$ cat config.mk
export PLATFORM = sky130hd
export DESIGN_NAME = tds_front
export DESIGN_NICKNAME = d
export VERILOG_FILES = /design/src/sv/tds_pkg.sv /design/src/sv/tds_front.sv
export SDC_FILE = /design/constraint.sdc
export NUM_CORES = 1
export LEC_CHECK = 0
export BUFFER_PORTS_ARGS = -buffer_cell sky130_fd_sc_hd__buf_2
export CAP_MARGIN = 20
export CORE_ASPECT_RATIO = 0.8
export CORE_MARGIN = 5
export CORE_UTILIZATION = 56
export DETAILED_ROUTE_END_ITERATION = 16
export GPL_TIMING_DRIVEN = 0
export PLACE_DENSITY_LB_ADDON = 0.2
export REMOVE_ABC_BUFFERS = 1
export SLEW_MARGIN = 15
export SYNTH_ARGS = -nofsm -noshare
export SYNTH_HDL_FRONTEND = slang
export SYNTH_SLANG_ARGS = --single-unit
$ cat constraint.sdc
create_clock -name clk -period 37.1 [get_ports clk]
set_input_delay 11.13 -clock clk [delete_from_list [all_inputs] [get_ports clk]]
set_output_delay 11.13 -clock clk [all_outputs]
set_load 0.1 [all_outputs]
$ cat src/sv/tds_pkg.sv
// Shared types, constants and the pair-to-slot mapping of the triangular distance store.
package tds_pkg;

	localparam int MAX_SPECIES_DEF = 64;
	localparam int QUEUE_DEPTH_DEF = 2;

	localparam int IDX_W    = 6;
	localparam int CNT_W    = 7;
	localparam int CMD_W    = 2;
	localparam int STATUS_W = 2;
	localparam int VALUE_W  = 32;
	localparam int RESULT_W = 38;
	localparam int SLOT_W   = 2 * CNT_W;
	localparam int SUM_W    = VALUE_W + CNT_W;

	localparam logic [CNT_W-1:0] COUNT_RESET   = CNT_W'(2);
	localparam logic [CNT_W-1:0] MIN_AVG_COUNT = CNT_W'(3);
	localparam logic [CNT_W-1:0] DIV_OFFSET    = CNT_W'(2);

	typedef enum logic [CMD_W-1:0] {
		CMD_WRITE = 2'd0,
		CMD_READ  = 2'd1,
		CMD_AVG   = 2'd2,
		CMD_NONE  = 2'd3
	} cmd_t;

	typedef enum logic [STATUS_W-1:0] {
		ST_OK    = 2'd0,
		ST_EQUAL = 2'd1,
		ST_RANGE = 2'd2,
		ST_FEW   = 2'd3
	} status_t;

	typedef enum logic [1:0] {
		OP_WRITE  = 2'd0,
		OP_READ   = 2'd1,
		OP_AVG    = 2'd2,
		OP_ANSWER = 2'd3
	} op_kind_t;

	// One classified item as it travels from the front end to the back end.
	typedef struct packed {
		op_kind_t             kind;
		status_t              status;
		logic [IDX_W-1:0]     row;
		logic [SLOT_W-1:0]    slot;
		logic [VALUE_W-1:0]   value;
		logic [CNT_W-1:0]     count;
	} op_t;

	// Entry of the pair (a, b) in packed lower-triangular order.
	function automatic logic [SLOT_W-1:0] pair_slot(input logic [CNT_W-1:0] a,
			input logic [CNT_W-1:0] b);
		logic [CNT_W-1:0]  big;
		logic [CNT_W-1:0]  sml;
		logic [SLOT_W-1:0] prod;
		big  = (a > b) ? a : b;
		sml  = (a > b) ? b : a;
		prod = SLOT_W'(big) * SLOT_W'(big - CNT_W'(1));
		return (prod >> 1) + SLOT_W'(sml);
	endfunction

endpackage

$ cat src/sv/tds_front.sv
// Front end: species count register, item acceptance and classification.
module tds_front #(
	parameter int MAX_SPECIES = tds_pkg::MAX_SPECIES_DEF
) (
	input  logic                          clk,
	input  logic                          arst_n,
	input  logic                          req_valid,
	output logic                          req_stall,
	input  logic [tds_pkg::CMD_W-1:0]     cmd,
	input  logic [tds_pkg::IDX_W-1:0]     row,
	input  logic [tds_pkg::IDX_W-1:0]     col,
	input  logic [tds_pkg::VALUE_W-1:0]   value,
	input  logic                          cfg_valid,
	output logic                          cfg_ready,
	input  logic [tds_pkg::CNT_W-1:0]     cfg_data,
	input  logic                          q_full,
	output logic                          q_push,
	output tds_pkg::op_t                  q_op
);

	logic [tds_pkg::CNT_W-1:0] n_species_q;
	logic [tds_pkg::CNT_W-1:0] live_n;
	logic [tds_pkg::CNT_W-1:0] row_ext;
	logic [tds_pkg::CNT_W-1:0] col_ext;

	assign cfg_ready = 1'b1;

	always_ff @(posedge clk or negedge arst_n) begin
		if (!arst_n) begin
			n_species_q <= tds_pkg::COUNT_RESET;
		end else if (cfg_valid && cfg_ready) begin
			n_species_q <= cfg_data;
		end
	end

	// A count above the capacity bounds indices and the average as the capacity.
	assign live_n  = (32'(n_species_q) > 32'(MAX_SPECIES)) ?
			tds_pkg::CNT_W'(MAX_SPECIES) : n_species_q;
	assign row_ext = tds_pkg::CNT_W'(row);
	assign col_ext = tds_pkg::CNT_W'(col);

	assign req_stall = q_full;
	assign q_push    = req_valid && !q_full;

	always_comb begin
		q_op        = '0;
		q_op.kind   = tds_pkg::OP_ANSWER;
		q_op.status = tds_pkg::ST_OK;
		q_op.row    = row;
		q_op.slot   = tds_pkg::pair_slot(row_ext, col_ext);
		q_op.value  = value;
		q_op.count  = live_n;
		case (tds_pkg::cmd_t'(cmd))
			tds_pkg::CMD_WRITE, tds_pkg::CMD_READ: begin
				if (row == col) begin
					q_op.status = tds_pkg::ST_EQUAL;
				end else if (row_ext >= live_n || col_ext >= live_n) begin
					q_op.status = tds_pkg::ST_RANGE;
				end else if (tds_pkg::cmd_t'(cmd) == tds_pkg::CMD_WRITE) begin
					q_op.kind = tds_pkg::OP_WRITE;
				end else begin
					q_op.kind = tds_pkg::OP_READ;
				end
			end
			tds_pkg::CMD_AVG: begin
				if (live_n < tds_pkg::MIN_AVG_COUNT) begin
					q_op.status = tds_pkg::ST_FEW;
				end else if (row_ext >= live_n) begin
					q_op.status = tds_pkg::ST_RANGE;
				end else begin
					q_op.kind = tds_pkg::OP_AVG;
				end
			end
			default: begin
				q_op.kind = tds_pkg::OP_ANSWER;
			end
		endcase
	end

endmodule

==> results.py <==
metrics = {
    "run_status": {
        "status": "finished, final reports clean",
    },
    "setup_path": {
        "cp_data_required_time_ns": 25.97,
        "setup.worst_path.end_class": "primary output",
        "worst_setup_path_start_kind": "input pin",
        "cp_slowest_stage_delay_ns": 0.71,
        "critPathSlowestCell": "mux2i_1",
        "critical_path.max_fanout": 10,
        "critical_path_class": "input pin to primary output",
        "critical_path_arrival_ns": 19.00,
        "cpMostUsedCell": "ha_1",
    },
    "layout": {
        "area_delta_synth_final_pct": 4.19,
        "post_route_cells_drive_above_1_share_pct": 21.3,
        "nNetsFinal": 567,
        "largest_reg_flops": 7,
        "reg_top3": "n_species_q x7",
        "antenna_cells_inserted": 0,
        "layout_commonest_cell": "ha_1",
        "top_register": "n_species_q",
        "final_cell_mix": "ha_1, inv_1, buf_2, nor2_1, fa_1",
    },
    "die": {
        "die_y_um": 78.8,
        "initial_utilization_pct": 56.9,
        "design.portCount": 124,
        "core_mm2": 0.00582,
        "die_outline_area_mm2": 0.00756,
        "placementRows": 25,
        "dieWidth_um": 96.0,
    },
    "clock_network": {
        "htree_num_levels": 1,
        "clockBufferDepth": 2,
        "cts_setup_buffers": 0,
        "cts_inserted_buffers": 3,
        "clk_pin_slew_ns": 0.04,
        "clk-insertion-delay-late_ns": 0.23,
        "clockRootBuffer": "clkbuf_8",
        "cts_tree": "built",
        "cts_hold_buffers": 0,
        "clkSinkCount": 7,
        "post_cts.resized_instances": 0,
    },
    "placed_design": {
        "place.gp.congestion": 0.845,
        "dp.final_hpwl_mm": 6.71,
        "io_buffer_count": 58,
    },
    "detailed_routing": {
        "post_drt_wl_per_cell_um": 15.5,
        "route.antenna.remaining_nets": 0,
        "vias_per_cell": 5.35,
        "drt_wl_total_mm": 7.74,
        "drt_drc_violations_left": 0,
        "detailroute.via_count": 2668,
        "dr.first_iter.drc_count": 128,
        "drt-pass1-iter-count": 4,
    },
    "sta": {
        "setup_violations": 0,
        "timing.clock.skew_ns": 0,
        "timing.setup.tns_ns": 0,
        "tightest_slew_ns": 0.765,
        "finalCritPeriodShare_pct": 81.2,
        "max_freq_mhz": 33.2,
        "final-max-slew-violation-count": 0,
        "rsz0062_at_grt": "no",
        "clock_period_minus_final_worst_setup_slack_ns": 30.13,
        "finalHoldViolations": 0,
        "maxSlewHeadroom_pct": 47.5,
    },
    "global_route": {
        "grt_max_degree": 15,
        "antenna_found_initial": 0,
        "grt_util_overall_pct": 21.2,
        "vias_in_the_first_global_route": 2577,
        "grt_pass1_wl_mm": 12.7,
        "gr-total-overflow": 0,
    },
    "yosys": {
        "post_synth_instance_area_mm2": 0.00331,
        "synth_async_sr_flop_share_pct": 100,
        "synth.ff_latch_count": 7,
        "syn-instance-count": 398,
        "count_of_flip_flops_with_a_built_in_enable_after_synthesis": 0,
        "yosys_most_used_dff": "dfrtp_1",
        "synthesis.area_per_instance_um2": 8.32,
        "yosysUniqueCellTypes": 51,
        "share_of_the_yosys_chip_area_belonging_to_registers_pct": 5.33,
        "synth_warnings": 0,
    },
    "worst_hold_path": {
        "hold_path_class": "register to register",
    },
    "run": {
        "cap_viol_max_count": 0,
    },
}
-- final cells by class --
class	instances	area (µm²)
clock buffer	4	45.0
fill	546	2370
inverter	60	225
multi-input combinational	287	2600
sequential	7	176
tap	81	101
timing repair buffer	60	305
-- worst paths after layout --
check,from,end,slack (ns),cells past startpoint
worst max-delay path,col[4],q_op[51],6.97,28
worst min-delay path,n_species_q[5],n_species_q[5],0.53,1
worst max register to register,n_species_q[6],n_species_q[6],36.16,2
worst min register to register,n_species_q[5],n_species_q[5],0.53,1
max in group asynchronous,arst_n,n_species_q[1],26.14,1
min in group asynchronous,arst_n,n_species_q[5],10.73,1
-- worst max-delay path, delay by kind of cell --
kind,cells,cell delay [ns]
adders and majority gates,9,3.75
xor gates and xnor gates,2,0.33
AOI/OAI and AO/OA,5,1.41
and+or+nand+nor,4,0.65
buffers and inverters,7,1.00
muxes,1,0.71
-- layer usage --
metal / wire length, µm / GRT usage (%)
met4: 0 / 1.70
met3: 773 / 9.19
met1: 4070 / 33.3
met2: 2900 / 27.0
met5: 0 / 1.52
-- through the flow --
step,hold WS (ns),cells,util (%),area (µm²),setup slack [ns]
6_report,0.528,499,59.3,3450,6.97
5_1_grt,0.539,499,59.3,3450,6.35
4_1_cts,0.525,498,59.2,3450,6.80
3_5_place_dp,0.518,494,58.5,3400,6.85
3_3_place_gp,0.518,493,58.2,3390,6.04
2_1_floorplan,0.495,354,-,3000,4.94
-- cells in the mapped netlist (2+ instances only) --
cell | n | area (µm²)
a21oi_1 | 11 | 55.1
o31ai_1 | 2 | 15.0
a2111oi_0 | 2 | 17.5
a32oi_1 | 2 | 17.5
nand2_1 | 19 | 71.3
or4_1 | 2 | 15.0
nor4b_1 | 2 | 17.5
and3_2 | 2 | 15.0
nor4_1 | 3 | 18.8
fa_1 | 21 | 420
or2_2 | 4 | 25.0
nor2b_1 | 7 | 43.8
nand3_1 | 8 | 40.0
o21bai_1 | 3 | 22.5
dfrtp_1 | 6 | 150
a221oi_1 | 2 | 17.5
nor2_1 | 29 | 109
xnor2_1 | 11 | 96.3
o211ai_1 | 4 | 30.0
clkbuf_1 | 3 | 11.3
mux2_2 | 13 | 146
inv_1 | 60 | 225
o21a_1 | 3 | 22.5
nand4_1 | 2 | 12.5
mux2i_1 | 6 | 60.1
xor2_1 | 5 | 43.8
a31oi_1 | 2 | 12.5
nand2b_1 | 10 | 62.6
buf_4 | 40 | 300
a211oi_1 | 2 | 15.0
o21ai_0 | 10 | 50.1
ha_1 | 69 | 863
a21o_1 | 12 | 90.1
nor3_1 | 4 | 20.0
-- kinds of logic (layout without fill, tap and decap cells) --
group / Yosys count / count (layout) / share of synthesized area (%)
compound gates: 61 / 61 / 12.8
simple gates: 100 / 100 / 16.1
xor+xnor: 16 / 16 / 4.23
mux: 19 / 19 / 6.23
other cells: 1 / 1 / 0.113
flops: 7 / 7 / 5.33
fa+ha+maj: 90 / 90 / 38.8
buf+inv: 104 / 124 / 16.4
Power is not shown: default switching activity piles up to over one toggle a cycle in this logic, so the estimate is an artifact.
