<file path="config.mk">
export PLATFORM = sky130hd
export DESIGN_NAME = tds_fifo
export DESIGN_NICKNAME = d
export VERILOG_FILES = /design/src/sv/tds_pkg.sv /design/src/sv/tds_fifo.sv
export SDC_FILE = /design/constraint.sdc
export NUM_CORES = 1
export LEC_CHECK = 0
export ABC_CLOCK_PERIOD_IN_PS = 4650
export BUFFER_PORTS_ARGS = -buffer_cell sky130_fd_sc_hd__buf_2
export CAP_MARGIN = 20
export CORE_ASPECT_RATIO = 0.8
export CORE_MARGIN = 2
export CORE_UTILIZATION = 52
export DETAILED_ROUTE_END_ITERATION = 12
export GPL_TIMING_DRIVEN = 0
export PLACE_DENSITY_LB_ADDON = 0.12
export SYNTH_ARGS = -nofsm -noshare
export SYNTH_HDL_FRONTEND = slang
export SYNTH_SLANG_ARGS = --single-unit
</file>
<file path="constraint.sdc">
create_clock -name clk -period 4.65 [get_ports clk]
set_input_delay 0.6975 -clock clk [delete_from_list [all_inputs] [get_ports clk]]
set_output_delay 0.6975 -clock clk [all_outputs]
set_load 0.02 [all_outputs]
</file>
<file path="src/sv/tds_pkg.sv">
// Shared types, constants and the pair-to-slot mapping of the triangular distance store.
package tds_pkg;

	localparam int MAX_SPECIES_DEF = 64;
	localparam int QUEUE_DEPTH_DEF = 2;

	localparam int IDX_W    = 6;
	localparam int CNT_W    = 7;
	localparam int CMD_W    = 2;
	localparam int STATUS_W = 2;
	localparam int VALUE_W  = 32;
	localparam int RESULT_W = 38;
	localparam int SLOT_W   = 2 * CNT_W;
	localparam int SUM_W    = VALUE_W + CNT_W;

	localparam logic [CNT_W-1:0] COUNT_RESET   = CNT_W'(2);
	localparam logic [CNT_W-1:0] MIN_AVG_COUNT = CNT_W'(3);
	localparam logic [CNT_W-1:0] DIV_OFFSET    = CNT_W'(2);

	typedef enum logic [CMD_W-1:0] {
		CMD_WRITE = 2'd0,
		CMD_READ  = 2'd1,
		CMD_AVG   = 2'd2,
		CMD_NONE  = 2'd3
	} cmd_t;

	typedef enum logic [STATUS_W-1:0] {
		ST_OK    = 2'd0,
		ST_EQUAL = 2'd1,
		ST_RANGE = 2'd2,
		ST_FEW   = 2'd3
	} status_t;

	typedef enum logic [1:0] {
		OP_WRITE  = 2'd0,
		OP_READ   = 2'd1,
		OP_AVG    = 2'd2,
		OP_ANSWER = 2'd3
	} op_kind_t;

	// One classified item as it travels from the front end to the back end.
	typedef struct packed {
		op_kind_t             kind;
		status_t              status;
		logic [IDX_W-1:0]     row;
		logic [SLOT_W-1:0]    slot;
		logic [VALUE_W-1:0]   value;
		logic [CNT_W-1:0]     count;
	} op_t;

	// Entry of the pair (a, b) in packed lower-triangular order.
	function automatic logic [SLOT_W-1:0] pair_slot(input logic [CNT_W-1:0] a,
			input logic [CNT_W-1:0] b);
		logic [CNT_W-1:0]  big;
		logic [CNT_W-1:0]  sml;
		logic [SLOT_W-1:0] prod;
		big  = (a > b) ? a : b;
		sml  = (a > b) ? b : a;
		prod = SLOT_W'(big) * SLOT_W'(big - CNT_W'(1));
		return (prod >> 1) + SLOT_W'(sml);
	endfunction

endpackage

</file>
<file path="src/sv/tds_fifo.sv">
// Short queue of classified items between the front end and the back end.
module tds_fifo #(
	parameter int DEPTH = tds_pkg::QUEUE_DEPTH_DEF
) (
	input  logic          clk,
	input  logic          arst_n,
	input  logic          push,
	input  tds_pkg::op_t  push_op,
	output logic          full,
	input  logic          pop,
	output logic          empty,
	output tds_pkg::op_t  head
);

	localparam int PTR_W = (DEPTH > 1) ? $clog2(DEPTH) : 1;
	localparam int CNT_W = $clog2(DEPTH + 1);

	tds_pkg::op_t        mem_q [DEPTH];
	logic [PTR_W-1:0]    wr_ptr_q;
	logic [PTR_W-1:0]    rd_ptr_q;
	logic [CNT_W-1:0]    count_q;

	assign full  = (count_q == CNT_W'(DEPTH));
	assign empty = (count_q == '0);
	assign head  = mem_q[rd_ptr_q];

	always_ff @(posedge clk or negedge arst_n) begin
		if (!arst_n) begin
			wr_ptr_q <= '0;
			rd_ptr_q <= '0;
			count_q  <= '0;
		end else begin
			if (push) begin
				wr_ptr_q <= (wr_ptr_q == PTR_W'(DEPTH - 1)) ? '0 : wr_ptr_q + PTR_W'(1);
			end
			if (pop) begin
				rd_ptr_q <= (rd_ptr_q == PTR_W'(DEPTH - 1)) ? '0 : rd_ptr_q + PTR_W'(1);
			end
			if (push && !pop) begin
				count_q <= count_q + CNT_W'(1);
			end else if (pop && !push) begin
				count_q <= count_q - CNT_W'(1);
			end
		end
	end

	always_ff @(posedge clk) begin
		if (push) begin
			mem_q[wr_ptr_q] <= push_op;
		end
	end

endmodule

</file>
==> reports/qor.yml, run 1 <==
outcome: "complete, no violations"
stdcell_count: 494
mostFrequentLayoutCells: "131 x buf_2, 126 x edfxtp_1, 59 x mux2_4"
dr_total_vias: 2440
synthTopCellsByArea: "edfxtp_1 75%, mux2_4 18%, buf_12 2.4%"
cts.sinks: 130
syn_avg_cell_area_um2: 23.74
ios: 132
skew_ns: 0.008532
cts_setup_buffers: 0
min_period_over_period: 0.4949
rsz0062_at_grt: "no"
cts_htree_levels: 4
cts_tree: "built"
row_count: 32
synth_largest_area_cell: "edfxtp_1"
path_max_fanout: 10
placed_cells: 464
synth_seq_cells: 130
initial_core_util: 0.5281
cts_root_buf: "clkbuf_16"
rrSetupSlack_ns: 3.07
final_common_cell: "buf_2"
arrival_ns: 1.60
syn2layout_area_growth_pct: 27.55
hp-class: "primary input to asynchronous set/reset pin"
die_h_um: 91.99
yosysTopAreaCellShare: 0.7519
synthXorXnorAreaFrac: 0.008702
grt_util_all_layers: 0.1623
tightestPinTransition_ns: 0.8876
drt-initial-drc-count: 87
clk_latency_ns: 0.40
start_kind: "flop"
synthesis.nets: 280
end_kind: "output pin"
relSlewSlack: 0.4083
path_class: "flop to output pin"
diodes: 0
synth_top_family_by_area: "multiplexers"
crit_required_ns: 3.95
holdWs_ns: 0.09936
r2r-start: "wr_ptr_q"
slew_viol_final: 0
gp_congestion: 0.6254
grt_pass1_vias: 2527
seq_area_frac_synth: 0.7718
r2r_cells: 1
die_area_mm2: 0.01049
hold_violations: 0
yosys_warnings: 0
antenna_found_initial: 0
gr-total-overflow: 0
post_synth_and_or_nand_nor_area_fraction: 0.005221
grt_pass1_wl_um: 12410
path_clk_slew_ns: 0.05
drt_wl_total_um: 8167
drtPass1Iterations: 4
period_minus_slack_ns: 2.301
max_cap_viol_count: 0
finalSetupViolations: 0
layout-drive-gt1-share: 0.6080
p_per_area_mw_per_mm2: 669.7
synthCells: 212
cts-buffers-inserted: 17
core_mm2: 0.009529
io_buffer_count: 131
worstReg2RegEnd: "mem_q[1][54]"
p_leak_uw: 0.002641
clockBufferDepth: 2
muxShareOfSynthArea: 0.1850
wire_per_inst_um: 16.53
grt_max_degree: 64
ys_types: 13
dp.final_hpwl_um: 5271
ir_worst_vdd_uv: 425.5
cts_hold_buf: 0
nets: 432
fmax_mhz: 434.5
drc: 0
postRouteAntennaNets: 0
synth-compound-area-share: 0
post_cts_resized: 0
via_per_inst: 4.939
synth_area_mm2: 0.005032
die_w_um: 114.0
synth-adder-area-share: 0.002486
==> flip-flops by register name (all words and copies together), names as in the netlist <==
name,flops
rd_ptr_q,1
wr_ptr_q,1
mem_q,126
count_q,2
==> kinds of logic after synthesis <==
family        count (synthesis)
xor+xnor                      5
fa+ha+maj                     1
buf+inv                       8
flops                       130
mux                          63
simple gates                  5
==> cell usage after synthesis <==
cell type  count
mux2_2         4
dfrtp_1        4
buf_12         6
xor2_1         4
edfxtp_1     126
nor2b_1        2
inv_1          1
xnor2_1        1
mux2_4        59
buf_6          1
nor2_1         2
ha_1           1
and2_1         1
==> metrics by stage <==
step | worst slack, ns | area (um2) | total power, uW | setup TNS [ns] | util
6_report | 2.349 | 6419 | 4299 | 0 | 0.6736
3_3_place_gp | -1.218 | 5837 | 3142 | -76.64 | 0.6125
5_1_grt | 2.274 | 6419 | 4484 | 0 | 0.6736
2_1_floorplan | 0.6890 | 5032 | 2757 | 0 | -
3_5_place_dp | 2.653 | 5887 | 3149 | 0 | 0.6178
4_1_cts | 2.314 | 6419 | 4358 | 0 | 0.6736
==> power breakdown <==
part	total, uW	internal [uW]	switching (uW)
Combinational	1490	701	785
Clock	1190	771	419
Sequential	1620	1560	62.2
Total	4300	3030	1270
==> metal layers <==
layer | up-vias | GRT usage | wire length (um)
met5 | - | 0 | 0
met4 | 0 | 0.06098 | 45
met3 | 4 | 0.07469 | 616
met2 | 83 | 0.2634 | 4085
met1 | 1209 | 0.1898 | 3421
li1 | 1144 | - | -
==> worst max-delay path by stage <==
| stage | from | endpoint | slack, ns | cells after the start |
|---|---|---|---|---|
| after floorplan | push | mem_q[0][0] | 0.69 | 1 |
| after global placement | push | mem_q[0][57] | -1.22 | 2 |
| after detailed placement | push | mem_q[1][16] | 2.65 | 2 |
| after CTS | rd_ptr_q | head[13] | 2.31 | 4 |
| after global routing | rd_ptr_q | head[13] | 2.27 | 4 |
| final | rd_ptr_q | head[13] | 2.35 | 4 |
==> critical path, stage by stage, from the launching register on <==
cell     delay [ns]
dfrtp_1        0.34
buf_6          0.22
buf_12         0.18
mux2_4         0.31
buf_2          0.16
==> layout make-up <==
type | count | area [um2]
clock inverter | 9 | 91.34
inverter | 1 | 3.754
sequential | 130 | 3884
tap | 119 | 148.9
multi-input combinational | 74 | 1023
fill | 671 | 3110
clock buffer | 21 | 440.4
buffer | 7 | 131.4
timing repair buffer | 133 | 695.7
Note: power is estimated with default switching activity, not from simulation.
==> run 2, diff against run 1 <==
--- a/config.mk
+++ b/config.mk
@@ -5,7 +5,7 @@
 export SDC_FILE = /design/constraint.sdc
 export NUM_CORES = 1
 export LEC_CHECK = 0
-export ABC_CLOCK_PERIOD_IN_PS = 4650
+export ABC_CLOCK_PERIOD_IN_PS = 2400
 export BUFFER_PORTS_ARGS = -buffer_cell sky130_fd_sc_hd__buf_2
 export CAP_MARGIN = 20
 export CORE_ASPECT_RATIO = 0.8
==> constraint.sdc (replaced) <==
create_clock -name clk -period 2.4 [get_ports clk]
set_input_delay 0.36 -clock clk [delete_from_list [all_inputs] [get_ports clk]]
set_output_delay 0.36 -clock clk [all_outputs]
set_load 0.02 [all_outputs]
==> run 2 against run 1 <==
Against the previous run: non-clock buffer count increased by 1; sequential cell count unchanged; core utilization increased by 1.7 points; die area unchanged; sequential share of layout area decreased by 1.5 points; worst setup slack got worse by 1.9 ns; cell area increased by 2.6%; first-iteration DRC count increased by 26%; combinational power increased by 93%; register-to-register slack got worse by 2.3 ns; critical path type unchanged; largest cell class unchanged; largest power group unchanged; highest routed layer unchanged.
==> reports/qor.yml, run 2 (synthesized netlist as in run 1, its figures left out) <==
p_switching_uw: 2525  # +99%
path_class: "flop to output pin"
arrival_ns: 1.59  # about the same
drt-initial-drc-count: 110  # +26%
slowest_delay_ns: 0.33  # about the same
core_mm2: 0.009529  # unchanged
fillers: 647  # -3.6%
cts_htree_levels: 4  # unchanged
swShare: 0.2822  # -0.01237
grt_pass1_vias: 2476  # -2.0%
postRouteAntennaNets: 0  # unchanged
skew_ns: 0.003429  # -0.005103 ns
hold_violations: 0  # unchanged
slowest_stage: "dfrtp_1"
cts_root_buf: "clkbuf_16"
cts.sinks: 130  # unchanged
relSlewSlack: 0.4150  # +0.006734
tightestPinTransition_ns: 0.8775  # -0.01010 ns
initial_core_util: 0.5281  # unchanged
crit_required_ns: 2.04  # -1.91 ns
start_kind: "flop"
whs_endpoint: "mem_q[1][14]"
row_count: 32  # unchanged
gr-total-overflow: 0  # unchanged
r2r_cells: 1  # unchanged
rrSetupSlack_ns: 0.82  # -2.25 ns
via_per_inst: 4.879  # -1.2%
p_per_area_mw_per_mm2: 1359  # +100%
wire_per_inst_um: 16.12  # -2.5%
cts-buffers-inserted: 17  # unchanged
ir_worst_vdd_uv: 854.2  # +100%
drtPass1Iterations: 5  # +1
gp_congestion: 0.6538  # +4.5%
die_w_um: 114.0  # unchanged
die_h_um: 91.99  # unchanged
post_cts_resized: 0  # unchanged
setup_ws_ns: 0.4454  # -1.903 ns
r2r-start: "wr_ptr_q"
clk_latency_ns: 0.40  # about the same
cts_tree: "built"
largest-register: "mem_q"
hp-class: "primary input to flop"
period_minus_slack_ns: 1.955
worstReg2RegEnd: "mem_q[1][48]"
cts_setup_buffers: 0  # unchanged
cp_top_family: "buffers and inverters"
syn2layout_area_growth_pct: 30.86
holdWs_ns: 0.1463  # +0.04697 ns
end_kind: "output pin"
pwr-share-comb: 0.321  # -0.025
reg.largest.list: "mem_q (126), count_q (2)"
max_cap_viol_count: 0  # unchanged
crit_chain: "buf_6, buf_12, mux2_4, buf_2"
p_seq_frac: 0.351  # -0.026
slew_viol_final: 0  # unchanged
clockBufferDepth: 2  # unchanged
largest_reg_flops: 126  # unchanged
p_int_uw: 6424  # +110%
drt_wl_total_um: 8014  # -1.9%
path_max_fanout: 10  # unchanged
p_leak_uw: 0.002708  # +2.5%
place_ws_ns: 0.7516  # -1.902 ns
min_from: "push_op[14]"
grt_util_all_layers: 0.1628  # +0.0004853
rsz0062_at_grt: "no"
layout-drive-gt1-share: 0.6190  # +0.01105
fmax_mhz: 511.6
cp_num_buf_inv: 3  # unchanged
final_common_cell: "buf_2"
antenna_found_initial: 0  # unchanged
whs_path_depth: 1
ios: 132  # unchanged
cp.depth: 4  # unchanged
clkPwrFrac: 0.328  # +0.051
dp.final_hpwl_um: 5219  # -0.99%
min_period_over_period: 0.8144
grt_max_degree: 64  # unchanged
mostFrequentLayoutCells: "131 x buf_2, 126 x edfxtp_1, 59 x mux2_4"
drc: 0  # unchanged
dr_total_vias: 2425  # -0.61%
finalSetupViolations: 0  # unchanged
grt_pass1_wl_um: 12450  # +0.27%
die_area_mm2: 0.01049  # unchanged
diodes: 0  # unchanged
path_clk_slew_ns: 0.05  # about the same
nets: 433  # +0.23%
io_buffer_count: 131  # unchanged
outcome: "complete, no violations"
run 2: cell count changes in the layout (fill, tap and decap cells not counted), sizes merged:
cell / change
clkinvlp: +2
clkbuf: -4
dlygate4sd3: +1
bufinv: +5
clkinv: -1
run 2: what timing repair did:
| action | CTS | global route |
|---|---|---|
| endpoints found under the hold margin | 4 | 0 |
| setup endpoints to repair | 0 | 0 |
| hold buffers | 1 | 0 |
run 2: layout make-up:
class | count | area (um2) | share of cell area
clock buffer | 17 | 425.4 | 0.06460
buffer | 7 | 131.4 | 0.01995
inverter | 1 | 3.754 | 0.0005700
clock inverter | 15 | 262.8 | 0.03990
timing repair buffer | 134 | 705.7 | 0.1072
sequential | 130 | 3884 | 0.5898
tap | 119 | 148.9 | 0.02261
multi-input combinational | 74 | 1023 | 0.1554
run 2: power groups by stage:
stage / registers, uW / clock network [uW] / logic (uW)
final: 3140 / 2940 / 2870
after global routing: 3180 / 3080 / 3060
after CTS: 3140 / 2980 / 2920
after detailed placement: 3190 / 0 / 2910
after global placement: 3190 / 0 / 2850
after floorplan: 3170 / 0 / 2160
run 2: through the flow:
stage	utilization	cell area [um2]	std cells	TNS (ns)	power, uW
5_1_grt	0.6910	6585	497	0	9314
3_5_place_dp	0.6178	5887	464	0	6094
6_report	0.6910	6585	497	0	8950
2_1_floorplan	-	5040	212	0	5331
3_3_place_gp	0.6133	5844	462	-54.28	6047
4_1_cts	0.6910	6585	497	0	9048
run 2: worst max path at each step:
stage,startpoint,to
floorplan,wr_ptr_q,mem_q[1][0]
global placement,push,mem_q[1][30]
detailed placement,push,mem_q[1][30]
CTS,rd_ptr_q,head[16]
global route,rd_ptr_q,head[16]
finish,rd_ptr_q,head[16]
run 2: per-layer routing:
metal  part of all wire  track usage  up-vias
met1               0.41       0.1844     1178
met5                  0            0        -
met3              0.081      0.07336       14
met4              0.018      0.08232        0
met2               0.49       0.2614       87
li1                   -            -     1146
==> run 3, diff against run 2 <==
--- a/config.mk
+++ b/config.mk
@@ -5,12 +5,12 @@
 export SDC_FILE = /design/constraint.sdc
 export NUM_CORES = 1
 export LEC_CHECK = 0
-export ABC_CLOCK_PERIOD_IN_PS = 2400
+export ABC_CLOCK_PERIOD_IN_PS = 1700
 export BUFFER_PORTS_ARGS = -buffer_cell sky130_fd_sc_hd__buf_2
 export CAP_MARGIN = 20
 export CORE_ASPECT_RATIO = 0.8
 export CORE_MARGIN = 2
-export CORE_UTILIZATION = 52
+export CORE_UTILIZATION = 47
 export DETAILED_ROUTE_END_ITERATION = 12
 export GPL_TIMING_DRIVEN = 0
 export PLACE_DENSITY_LB_ADDON = 0.12
==> constraint.sdc (replaced) <==
create_clock -name clk -period 1.7 [get_ports clk]
set_input_delay 0.255 -clock clk [delete_from_list [all_inputs] [get_ports clk]]
set_output_delay 0.255 -clock clk [all_outputs]
set_load 0.02 [all_outputs]
==> run 3 against run 2 <==
Against the previous run: the flow now finishes with violations (setup timing); clock skew rose by 0.0017 ns; cell count is 4.0% higher; register-to-register slack worse by 0.69 ns; non-clock buffer count grew 2; highest routed layer unchanged; global-route usage shrank 1.4 points; largest power group is now combinational logic; clock-buffer cell count is 3 higher.
==> reports/qor.yml, run 3 (synthesized netlist as in run 1, its figures left out) <==
outcome: "complete, but fails checks"
violations: "setup timing"
clockBufferDepth: 2  # unchanged
slowest_stage: "dfrtp_1"
path_max_fanout: 10  # unchanged
mostFrequentLayoutCells: "126 x edfxtp_1, 86 x buf_2, 59 x mux2_4"
cts.sinks: 130  # unchanged
via_per_inst: 4.632  # -5.1%
holdWs_ns: 0.03957  # -0.1068 ns
largest-register: "mem_q"
diodes: 0  # unchanged
reg.largest.list: "mem_q (126), count_q (2)"
syn2layout_area_growth_pct: 35.31
wire_per_inst_um: 16.03  # -0.62%
drc: 0  # unchanged
crit_chain: "buf_12, buf_12, mux2_4, buf_2"
tightestPinTransition_ns: 0.8635  # -0.01395 ns
path_clk_slew_ns: 0.05  # about the same
cts_tree: "built"
min_period_over_period: 1.067
dp.final_hpwl_um: 5434  # +4.1%
rrSetupSlack_ns: 0.13  # -0.69 ns
die_w_um: 119.7  # +5.0%
initial_core_util: 0.4875  # -0.04058
drtPass1Iterations: 4  # -1
cp_top_family: "buffers and inverters"
p_per_area_mw_per_mm2: 1871  # +38%
path_class: "flop to output pin"
grt_util_all_layers: 0.1489  # -0.01390
cp_num_buf_inv: 3  # unchanged
nets: 435  # +0.46%
end_kind: "output pin"
r2r-start: "wr_ptr_q"
max_cap_viol_count: 0  # unchanged
gp_congestion: 0.6836  # +4.6%
gr-total-overflow: 0  # unchanged
fillers: 720  # +11%
fin_setup_tns_ns: -5.954  # -5.954 ns
slew_viol_final: 0  # unchanged
drt-initial-drc-count: 58  # -47%
ios: 132  # unchanged
slowest_delay_ns: 0.39  # +0.06 ns
cts_root_buf: "clkbuf_16"
worstReg2RegEnd: "mem_q[1][45]"
cp.depth: 4  # unchanged
maxUsedRoutingLayer: "met4"
start_kind: "flop"
arrival_ns: 1.56  # -0.03 ns
core_mm2: 0.01032  # +8.3%
fmax_mhz: 551.2
hp-class: "primary input to flop"
rsz0062_at_grt: "yes"
setup_ws_ns: -0.1142  # -0.5596 ns
final_common_cell: "edfxtp_1"
drt-met1-wl_um: 3394  # +3.8%
largest_reg_flops: 126  # unchanged
antenna_found_initial: 1  # +1
cts-buffers-inserted: 17  # unchanged
cpMostUsedCell: "buf_12"
drt_wl_total_um: 8285  # +3.4%
hold_violations: 0  # unchanged
cts_htree_levels: 4  # unchanged
finalSetupViolations: 61  # +61
grt_pass1_vias: 2467  # -0.36%
skew_ns: 0.005157  # +0.001728 ns
period_minus_slack_ns: 1.814
grt_max_degree: 64  # unchanged
cp-endpoint: "head[3]"
critical_path.startpoint: "rd_ptr_q"
p_leak_uw: 0.002772  # +2.4%
crit_required_ns: 1.44  # -0.60 ns
r2r_cells: 1  # unchanged
ir_worst_vdd_uv: 1514  # +77%
clk_latency_ns: 0.40  # about the same
dr_total_vias: 2395  # -1.2%
io_buffer_count: 131  # unchanged
relSlewSlack: 0.4243  # +0.009303
postRouteAntennaNets: 0  # unchanged
row_count: 33  # +3.1%
layout-drive-gt1-share: 0.6074  # -0.01162
die_h_um: 96.55  # +5.0%
die_area_mm2: 0.01156  # +10%
grt_pass1_wl_um: 12270  # -1.4%
routed-wl-met2_um: 4097  # +3.9%
wl_met3_um: 639  # -1.8%
-- run 3: changes by cell type in the layout (fill, tap and decap cells not counted) --
cell / previous run / this run
clkbuf_1: 0 / 3
buf_2: 131 / 86
buf_4: 0 / 3
clkinv_2: 0 / 1
clkinv_1: 3 / 4
clkinv_4: 3 / 0
buf_6: 1 / 44
bufinv_16: 7 / 4
clkinvlp_4: 2 / 0
buf_16: 0 / 1
-- run 3: cell type report --
class	count	area [um2]	area share
plain buffers	7	140.1	0.02058
clock buffers	20	436.7	0.06413
clock inverters	9	140.1	0.02058
inverters	1	3.754	0.0005513
multi-input cells	74	1023	0.1503
flip-flops and latches	130	3884	0.5704
well taps	140	175.2	0.02573
repair buffers	136	1006	0.1477
-- run 3: worst min path at each step --
stage	from	endpoint	slack (ns)	depth (start not counted)
2_1_floorplan	arst_n	count_q[0]	-0.04	0
3_3_place_gp	arst_n	count_q[1]	0.07	1
3_5_place_dp	arst_n	count_q[1]	0.06	1
4_1_cts	push_op[42]	mem_q[1][42]	0.02	1
5_1_grt	push_op[23]	mem_q[0][23]	0.02	1
6_report	push_op[28]	mem_q[1][28]	0.04	1
-- run 3: power by group --
| part | total (uW) | internal [uW] | switching [uW] |
|---|---|---|---|
| Clock | 3550 | 2400 | 1150 |
| Sequential | 4440 | 4270 | 174 |
| Combinational | 4760 | 2500 | 2250 |
| Total | 12700 | 9170 | 3570 |
-- run 3: per-layer routing --
metal | track usage | up-vias
met5 | 0 | -
met4 | 0.07745 | 0
met3 | 0.06925 | 14
met2 | 0.2414 | 85
met1 | 0.1676 | 1152
li1 | - | 1144
-- run 3: per-stage QoR --
step / instances / util / power [uW] / instance area, um2 / setup slack (ns)
floorplan: 212 / - / 7515 / 5041 / -0.08171
global placement: 483 / 0.5688 / 8553 / 5872 / -0.6618
detailed placement: 485 / 0.5736 / 8640 / 5921 / 0.09359
CTS: 515 / 0.6455 / 12590 / 6663 / -0.1623
global route: 517 / 0.6596 / 13260 / 6809 / -0.1684
finish: 517 / 0.6596 / 12740 / 6809 / -0.1142
-- run 3: timing repair --
action                                  4_1_cts  5_1_grt
pin swaps                                     0        0
endpoints found under the setup margin       63       63
endpoints found under the hold margin         4        0
gates resized for setup                      49       42
hold buffers                                  1        0
buffers inserted                              0        2
